<file path="src/hsl2rgb_pkg.sv">
// Shared types, widths and constants for the HSL to RGB converter.
// Used by hsl2rgb_chan and hsl_to_rgb_converter_top; no dependencies.
package hsl2rgb_pkg;

   localparam int unsigned HUE_W       = 9;
   localparam int unsigned PCT_W       = 7;
   localparam int unsigned FRAC_W      = 14;
   localparam int unsigned K_W         = 6;
   localparam int unsigned NUM_W       = 20;
   localparam int unsigned SCALED_W    = NUM_W + 4;
   localparam int unsigned Y_W         = 18;
   localparam int unsigned RECIP_W     = 19;
   localparam int unsigned PROD_W      = 36;
   localparam int unsigned CHAN_W      = 8;
   localparam int unsigned RECIP_SHIFT = 28;
   localparam int unsigned Y_SHIFT     = 6;

   localparam logic [HUE_W-1:0] HUE_FULL       = 9'd360;
   localparam logic [HUE_W-1:0] HUE_SIXTH      = 9'd60;
   localparam logic [HUE_W-1:0] HUE_THIRD      = 9'd120;
   localparam logic [HUE_W-1:0] HUE_HALF       = 9'd180;
   localparam logic [HUE_W-1:0] HUE_TWO_THIRDS = 9'd240;

   localparam logic [PCT_W-1:0] PCT_MAX  = 7'd100;
   localparam logic [PCT_W-1:0] PCT_HALF = 7'd50;

   localparam logic [K_W-1:0] K_FULL = 6'd60;

   // ceil(2^28 / 625); exact floor division for any 18-bit dividend.
   localparam logic [RECIP_W-1:0] RECIP_625 = 19'd429497;

   typedef logic [HUE_W-1:0]  hue_type;
   typedef logic [FRAC_W-1:0] frac_type;
   typedef logic [K_W-1:0]    ramp_k_type;
   typedef logic [CHAN_W-1:0] chan_type;

   typedef struct packed {
      logic en2;
      logic en3;
      logic en4;
   } stage_ctl_type;

   // Slope position of the hue ramp, in degrees, for a wrapped position t.
   function automatic ramp_k_type ramp_k(input hue_type t);
      ramp_k_type k;
      hue_type    diff;
      diff = HUE_TWO_THIRDS - t;
      if (t < HUE_SIXTH) begin
         k = t[K_W-1:0];
      end else if (t < HUE_HALF) begin
         k = K_FULL;
      end else if (t < HUE_TWO_THIRDS) begin
         k = diff[K_W-1:0];
      end else begin
         k = '0;
      end
      return k;
   endfunction

endpackage

</file>
<file path="src/hsl2rgb_chan.sv">
// One color channel of the converter: ramp numerator, scaling and the
// reciprocal multiply that yields the 8-bit value. Depends on hsl2rgb_pkg.
module hsl2rgb_chan
   import hsl2rgb_pkg::*;
(
   input  logic          clock,
   input  stage_ctl_type ctl,
   input  frac_type      p_val,
   input  frac_type      d_val,
   input  ramp_k_type    k_val,
   output chan_type      chan_out
);

   logic [NUM_W-1:0]    num_in, num_ff;
   logic [SCALED_W-1:0] scaled;
   logic [Y_W-1:0]      y_in, y_ff;
   logic [PROD_W-1:0]   prod;
   chan_type            chan_in, chan_ff;

   // Numerator in units of 1/600000: 60*p + (q-p)*k.
   assign num_in = NUM_W'(p_val) * NUM_W'(K_FULL) + NUM_W'(d_val) * NUM_W'(k_val);

   // 255/600000 = 17/40000 = 17/(64*625); the 64 is a plain shift.
   assign scaled = {num_ff, 4'b0000} + SCALED_W'(num_ff);
   assign y_in   = scaled[Y_SHIFT+Y_W-1:Y_SHIFT];

   assign prod    = PROD_W'(y_ff) * PROD_W'(RECIP_625);
   assign chan_in = prod[RECIP_SHIFT+CHAN_W-1:RECIP_SHIFT];

   always_ff @(posedge clock) begin
      if (ctl.en2) begin
         num_ff <= num_in;
      end
      if (ctl.en3) begin
         y_ff <= y_in;
      end
      if (ctl.en4) begin
         chan_ff <= chan_in;
      end
   end

   assign chan_out = chan_ff;

endmodule

</file>
<file path="src/hsl_to_rgb_converter_top.sv">
// Top level of the HSL to RGB converter: input conditioning, p/q and hue
// ramp positions, then three hsl2rgb_chan lanes. Depends on hsl2rgb_pkg.
//
// Usage:
//   The req_ channel carries one pixel per beat: hue in degrees, saturation
//   and lightness in percent. The rsp_ channel returns one beat of 8-bit
//   red, green and blue for every request beat, in order.
//   A beat passes four register stages (p/q and ramp position, ramp
//   numerator, scaling, reciprocal multiply) before it shows on rsp_.
//   Throughput is one beat per clock while the receiver keeps rsp_ready
//   high; each stage takes one new beat per cycle as long as it is empty
//   or its content moves on.
//   Each stage holds its own valid bit. When the receiver drops rsp_ready,
//   the result stays on rsp_ and the earlier stages keep filling until
//   every stage is occupied; only then does req_ready fall.
//   Synchronous reset empties all stages; no result is shown until a new
//   beat has travelled the pipeline. No internal state survives a beat.
//
module hsl_to_rgb_converter_top
   import hsl2rgb_pkg::*;
(
   input  logic             clock,
   input  logic             reset,
   input  logic             req_valid,
   output logic             req_ready,
   input  logic [HUE_W-1:0] req_hue_degrees,
   input  logic [PCT_W-1:0] req_saturation_pct,
   input  logic [PCT_W-1:0] req_lightness_pct,
   output logic             rsp_valid,
   input  logic             rsp_ready,
   output chan_type         rsp_red,
   output chan_type         rsp_green,
   output chan_type         rsp_blue
);

   logic          v1_ff, v2_ff, v3_ff, v4_ff;
   logic          rdy1, rdy2, rdy3, rdy4;
   stage_ctl_type ctl;

   hue_type          h_val, t_red, t_blue;
   logic [HUE_W:0]   t_red_sum;
   logic [PCT_W-1:0] s_val, l_val;
   logic [FRAC_W:0]  ls_prod, l100, s100, l200, q_wide, p_wide;
   frac_type         p_in, p_ff, d_in, d_ff;
   ramp_k_type       k_red_in, k_red_ff, k_green_in, k_green_ff, k_blue_in, k_blue_ff;

   // A stage may take new data when it is empty or its content moves on.
   assign rdy4      = !v4_ff || rsp_ready;
   assign rdy3      = !v3_ff || rdy4;
   assign rdy2      = !v2_ff || rdy3;
   assign rdy1      = !v1_ff || rdy2;
   assign req_ready = rdy1;

   assign ctl.en2 = rdy2 && v1_ff;
   assign ctl.en3 = rdy3 && v2_ff;
   assign ctl.en4 = rdy4 && v3_ff;

   always_ff @(posedge clock) begin
      if (reset) begin
         v1_ff <= 1'b0;
         v2_ff <= 1'b0;
         v3_ff <= 1'b0;
         v4_ff <= 1'b0;
      end else begin
         if (rdy1) begin
            v1_ff <= req_valid;
         end
         if (rdy2) begin
            v2_ff <= v1_ff;
         end
         if (rdy3) begin
            v3_ff <= v2_ff;
         end
         if (rdy4) begin
            v4_ff <= v3_ff;
         end
      end
   end

   // Input conditioning: one wrap of the hue, clamp of the percentages.
   always_comb begin
      h_val = (req_hue_degrees >= HUE_FULL) ? req_hue_degrees - HUE_FULL : req_hue_degrees;
      s_val = (req_saturation_pct > PCT_MAX) ? PCT_MAX : req_saturation_pct;
      l_val = (req_lightness_pct > PCT_MAX) ? PCT_MAX : req_lightness_pct;
   end

   // q and p in units of 1/10000; both stay within 0..10000 and q >= p.
   always_comb begin
      ls_prod = (FRAC_W+1)'(l_val) * (FRAC_W+1)'(s_val);
      l100    = (FRAC_W+1)'(l_val) * (FRAC_W+1)'(PCT_MAX);
      s100    = (FRAC_W+1)'(s_val) * (FRAC_W+1)'(PCT_MAX);
      l200    = {l100[FRAC_W-1:0], 1'b0};
      if (l_val < PCT_HALF) begin
         q_wide = l100 + ls_prod;
      end else begin
         q_wide = l100 + s100 - ls_prod;
      end
      p_wide = l200 - q_wide;
      p_in   = p_wide[FRAC_W-1:0];
      d_in   = q_wide[FRAC_W-1:0] - p_wide[FRAC_W-1:0];
   end

   // Ramp positions at h+120, h and h-120, each wrapped once. A red position
   // of exactly 360 is left alone and lands on the flat p part of the ramp.
   always_comb begin
      t_red_sum = {1'b0, h_val} + {1'b0, HUE_THIRD};
      if (t_red_sum > {1'b0, HUE_FULL}) begin
         t_red = t_red_sum[HUE_W-1:0] - HUE_FULL;
      end else begin
         t_red = t_red_sum[HUE_W-1:0];
      end
      t_blue     = (h_val < HUE_THIRD) ? h_val + HUE_TWO_THIRDS : h_val - HUE_THIRD;
      k_red_in   = ramp_k(t_red);
      k_green_in = ramp_k(h_val);
      k_blue_in  = ramp_k(t_blue);
   end

   always_ff @(posedge clock) begin
      if (rdy1 && req_valid) begin
         p_ff       <= p_in;
         d_ff       <= d_in;
         k_red_ff   <= k_red_in;
         k_green_ff <= k_green_in;
         k_blue_ff  <= k_blue_in;
      end
   end

   hsl2rgb_chan u_red (
      .clock    (clock),
      .ctl      (ctl),
      .p_val    (p_ff),
      .d_val    (d_ff),
      .k_val    (k_red_ff),
      .chan_out (rsp_red)
   );

   hsl2rgb_chan u_green (
      .clock    (clock),
      .ctl      (ctl),
      .p_val    (p_ff),
      .d_val    (d_ff),
      .k_val    (k_green_ff),
      .chan_out (rsp_green)
   );

   hsl2rgb_chan u_blue (
      .clock    (clock),
      .ctl      (ctl),
      .p_val    (p_ff),
      .d_val    (d_ff),
      .k_val    (k_blue_ff),
      .chan_out (rsp_blue)
   );

   assign rsp_valid = v4_ff;

`ifndef SYNTHESIS
   // An accepted beat always lands in the first stage.
   a_accept_fills_stage1: assert property (@(posedge clock) disable iff (reset)
      req_valid && req_ready |=> v1_ff)
      else $error("accepted beat did not reach stage 1");

   // The output stage must not be overwritten while its beat is stalled.
   a_stall_holds_output: assert property (@(posedge clock) disable iff (reset)
      rsp_valid && !rsp_ready |-> !ctl.en4)
      else $error("stalled result overwritten");

   // Ramp positions never pass the full slope.
   a_k_range: assert property (@(posedge clock) disable iff (reset)
      v1_ff |-> (k_red_ff <= K_FULL) && (k_green_ff <= K_FULL) && (k_blue_ff <= K_FULL))
      else $error("ramp position out of range");

   // p stays within one, and so does q = p + d.
   a_pq_range: assert property (@(posedge clock) disable iff (reset)
      v1_ff |-> ({1'b0, p_ff} + {1'b0, d_ff}) <= (FRAC_W+1)'(10000))
      else $error("p or q out of range");

   // Zero lightness gives black: both p and q are zero.
   a_black: assert property (@(posedge clock) disable iff (reset)
      req_valid && req_ready && (req_lightness_pct == '0) |=> (p_ff == '0) && (d_ff == '0))
      else $error("zero lightness not black");
`endif

endmodule
</file>
<file path="config.mk">
export PLATFORM = sky130hd
export DESIGN_NAME = hsl_to_rgb_converter_top
export DESIGN_NICKNAME = d
export VERILOG_FILES = /design/src/hsl2rgb_pkg.sv /design/src/hsl2rgb_chan.sv /design/src/hsl_to_rgb_converter_top.sv
export SDC_FILE = /design/constraint.sdc
export NUM_CORES = 2
export LEC_CHECK = 0
export BUFFER_PORTS_ARGS = -buffer_cell sky130_fd_sc_hd__buf_2
export CAP_MARGIN = 20
export CORE_ASPECT_RATIO = 1.75
export CORE_UTILIZATION = 48
export DETAILED_ROUTE_END_ITERATION = 6
export GPL_ROUTABILITY_DRIVEN = 0
export GPL_TIMING_DRIVEN = 0
export PLACE_DENSITY_LB_ADDON = 0.15
export SLEW_MARGIN = 20
export SYNTH_ARGS = -nofsm -noshare
export SYNTH_HDL_FRONTEND = slang
export SYNTH_SLANG_ARGS = --single-unit
</file>
<file path="constraint.sdc">
create_clock -name clock -period 17.8 [get_ports clock]
set_input_delay 0.89 -clock clock [delete_from_list [all_inputs] [get_ports clock]]
set_output_delay 0.89 -clock clock [all_outputs]
set_load 0.02 [all_outputs]
</file>
==> metrics <==
die area=0.0849 sq mm; Post-synth EDFFs=179; CP arrival=10.25 ns; worst hold path type=register to register; Worst-path clk slew=0.08 ns; post-cts sizing count=0; final wirelength=94.5 mm; GRT Overall Usage=0.239; adder-cell area share of the yosys netlist=0.542; reg2reg end=u_green.num_ff[18]; critical path data required time=18.02 ns; DR WL/cell=18.0 um; via count=27,300; # diodes=0; Avg Inst Size Synth=9.84 sq um; # rows=140; port buffer count=51; Slew @ Worst Pin=1.18 ns; outcome=finished, violations left; Hold Path Depth=2; RR Startpoint=p_ff[0]; core area=0.0830 sq mm; critical path endpoint category=register; Commonest cells post-synth=997 x inv_1, 724 x ha_1, 635 x fa_1; synthesized cell area=0.0402 sq mm; Max Clk Rate=99.7 MHz; area grow syn2layout=6.05%; DRC errors left=1; WHS Endpoint=v3_ff; register area share after synthesis=0.136; Worst R2R Setup Slack=10.78 ns; type of element launching the critical path=primary input; Hold Buf Count CTS=0; Post-CTS Setup Bufs=0; CTS tree=yes; ratio of cells with drive above 1 in the final layout=0.0357; flop and latch count out of synthesis=183; RSZ-0062 raised after global routing=no; Post-Place Cell Area=0.0421 sq mm; DP HPWL=84.6 mm; Post-Synth XOR/XNOR Area=0.0491; grt ovf=0; 1st-iter DRT viols=935; max incr delay on CP=0.58 ns; Initial Utilization=0.484; most frequent cell on the critical path=inv_1; die span in y=385 um; ys flop type=edfxtp_1; via density per instance=5.20; area occupied by multi-input gates=0.0309 sq mm; Worst Hold Launch=v2_ff; multiplexer share of the synthesized area=0.00368; die width=221 um; FF+latch area=0.00546 sq mm; WHS=0.489 ns; ys async rst share=0; final instance area=0.0426 sq mm; kind of critical path=primary input to register; worst rel slew slack=0.209; TritonCTS Sinks=183; cell taking the most area after synthesis=fa_1; final period utilization=0.563; # fillers=7,852; Post-Synth Simple-Gate Area=0.0900; vias in the first global route=30,100; Post-Synthesis Cells=4,080; Reg2Reg Depth=19; fin nets=5,552; IO Count=53; First-pass DRT Iterations=7; share of Yosys cell area claimed by the top area cell type=0.316; Final ANT Viol Nets=0; failing checks=DRC; pin count of the biggest net entering global routing=30; initial antenna violation count=1; worst-path maximum fanout=10; top cells by area, synth=fa_1 32%, ha_1 23%, edfxtp_1 13%; final setup fails=0; Netlist cell types=94; Max Transition Viols Final=0; first-pass GRT wire length=154 mm; Bufs on Longest Clock Path=2; Worst-Skew Late Latency=0.49 ns; largest family of logic cells by synthesized area=adder cells; count leader, synth=inv_1; TNS Setup=0 ns; Worst Skew=0.0244 ns; Synth Area in Compound Gates=0.0803; Final Hold Vio Count=0; CTS buffer count=17; yosys warns=0; Clock Tree Root=clkbuf_16; max-cap violations=0; slowest cell on the critical path=nor2_1; CTS H-tree depth=4; post-layout min period=10.03 ns
[flip-flops by register name, indices dropped and copies added (netlist names), 6 cells and up]
name              cells
u_green.num_ff       19
u_red.y_ff           18
d_ff                 12
u_red.num_ff         19
k_green_ff            6
u_green.chan_out      8
u_blue.chan_out       8
u_red.chan_out        8
p_ff                 14
u_blue.num_ff        19
u_blue.y_ff          18
k_blue_ff             6
u_green.y_ff         18
k_red_ff              6
[kinds of logic (layout without fill, tap and decap cells)]
| group | count (synthesis) | after routing |
|---|---|---|
| adders and majority gates | 1360 | 1360 |
| buffers and inverters | 1055 | 1147 |
| and+or+nand+nor | 770 | 770 |
| AOI/OAI and AO/OA | 474 | 474 |
| xor gates and xnor gates | 222 | 222 |
| DFF | 183 | 183 |
| muxes | 14 | 14 |
| other | 2 | 9 |
[per-stage QoR]
stage | instances | util | worst slack, ns
4_1_cts | 5244 | 0.513 | 7.70
3_3_place_gp | 5203 | 0.503 | 7.22
3_5_place_dp | 5212 | 0.507 | 7.20
6_report | 5244 | 0.513 | 7.77
5_1_grt | 5244 | 0.513 | 7.23
2_1_floorplan | 4087 | - | 8.91
[how the worst max path moves through the flow]
stage	to	startpoint	slack, ns
5_1_grt	d_ff[13]	req_lightness_pct[6]	7.23
2_1_floorplan	d_ff[13]	req_lightness_pct[6]	8.91
6_report	d_ff[13]	req_lightness_pct[6]	7.77
3_3_place_gp	d_ff[13]	req_lightness_pct[6]	7.22
4_1_cts	d_ff[13]	req_lightness_pct[6]	7.70
3_5_place_dp	d_ff[13]	req_lightness_pct[6]	7.20
[final cells by class]
cell class,instances,share of cell area
clock buffer,19,0.0102
sequential,183,0.128
multi-input combinational,2849,0.725
buffer,57,0.00517
inverter,998,0.0879
timing repair buffer,60,0.0103
clock inverter,13,0.00191
tap,1065,0.0313
[placed cells by master (no fill, tap or decap), types with 8 or more instances in the layout]
master and instances:
or2_2 12, a41oi_1 8, a21o_1 54, o21bai_1 19
or3_1 9, and2_1 76, xor2_1 45, fa_1 635
clkbuf_1 56, o21ai_0 60, nand3_1 47, o211ai_1 10
edfxtp_1 179, clkbuf_16 17, buf_2 53, inv_1 997
a21boi_0 10, a21oi_1 155, nor2b_1 41, mux2i_1 8
nand2b_1 20, o41ai_1 9, conb_1 9, nor3_1 45
a31oi_1 8, ha_1 724, o2111ai_1 11, xnor2_1 165
nand4_1 15, nand2_1 279, and3_1 20, a211oi_1 10
nor2_1 180, o21a_1 30
[critical path: cells and delay by family]
family                     cells  cell delay (ns)
buffers and inverters          9             1.09
muxes                          1             0.28
adders and majority gates      9             3.66
AOI/OAI and AO/OA              7             1.73
and+or+nand+nor                5             1.35
xor gates and xnor gates       5             1.22
[layer usage]
metal / part of all wire / track usage / routed length, um / up-vias
met3: 0.012 / 0.0123 / 1130 / 196
met2: 0.59 / 0.492 / 56000 / 357
met5: 0 / 0 / 0 / -
li1: - / - / - / 13200
met4: 0.066 / 0.142 / 6230 / 0
met1: 0.33 / 0.220 / 31100 / 13600
Power is left out: the tool's default activity adds up to more than one toggle a clock period on the data nets, which glitch-free logic cannot reach.
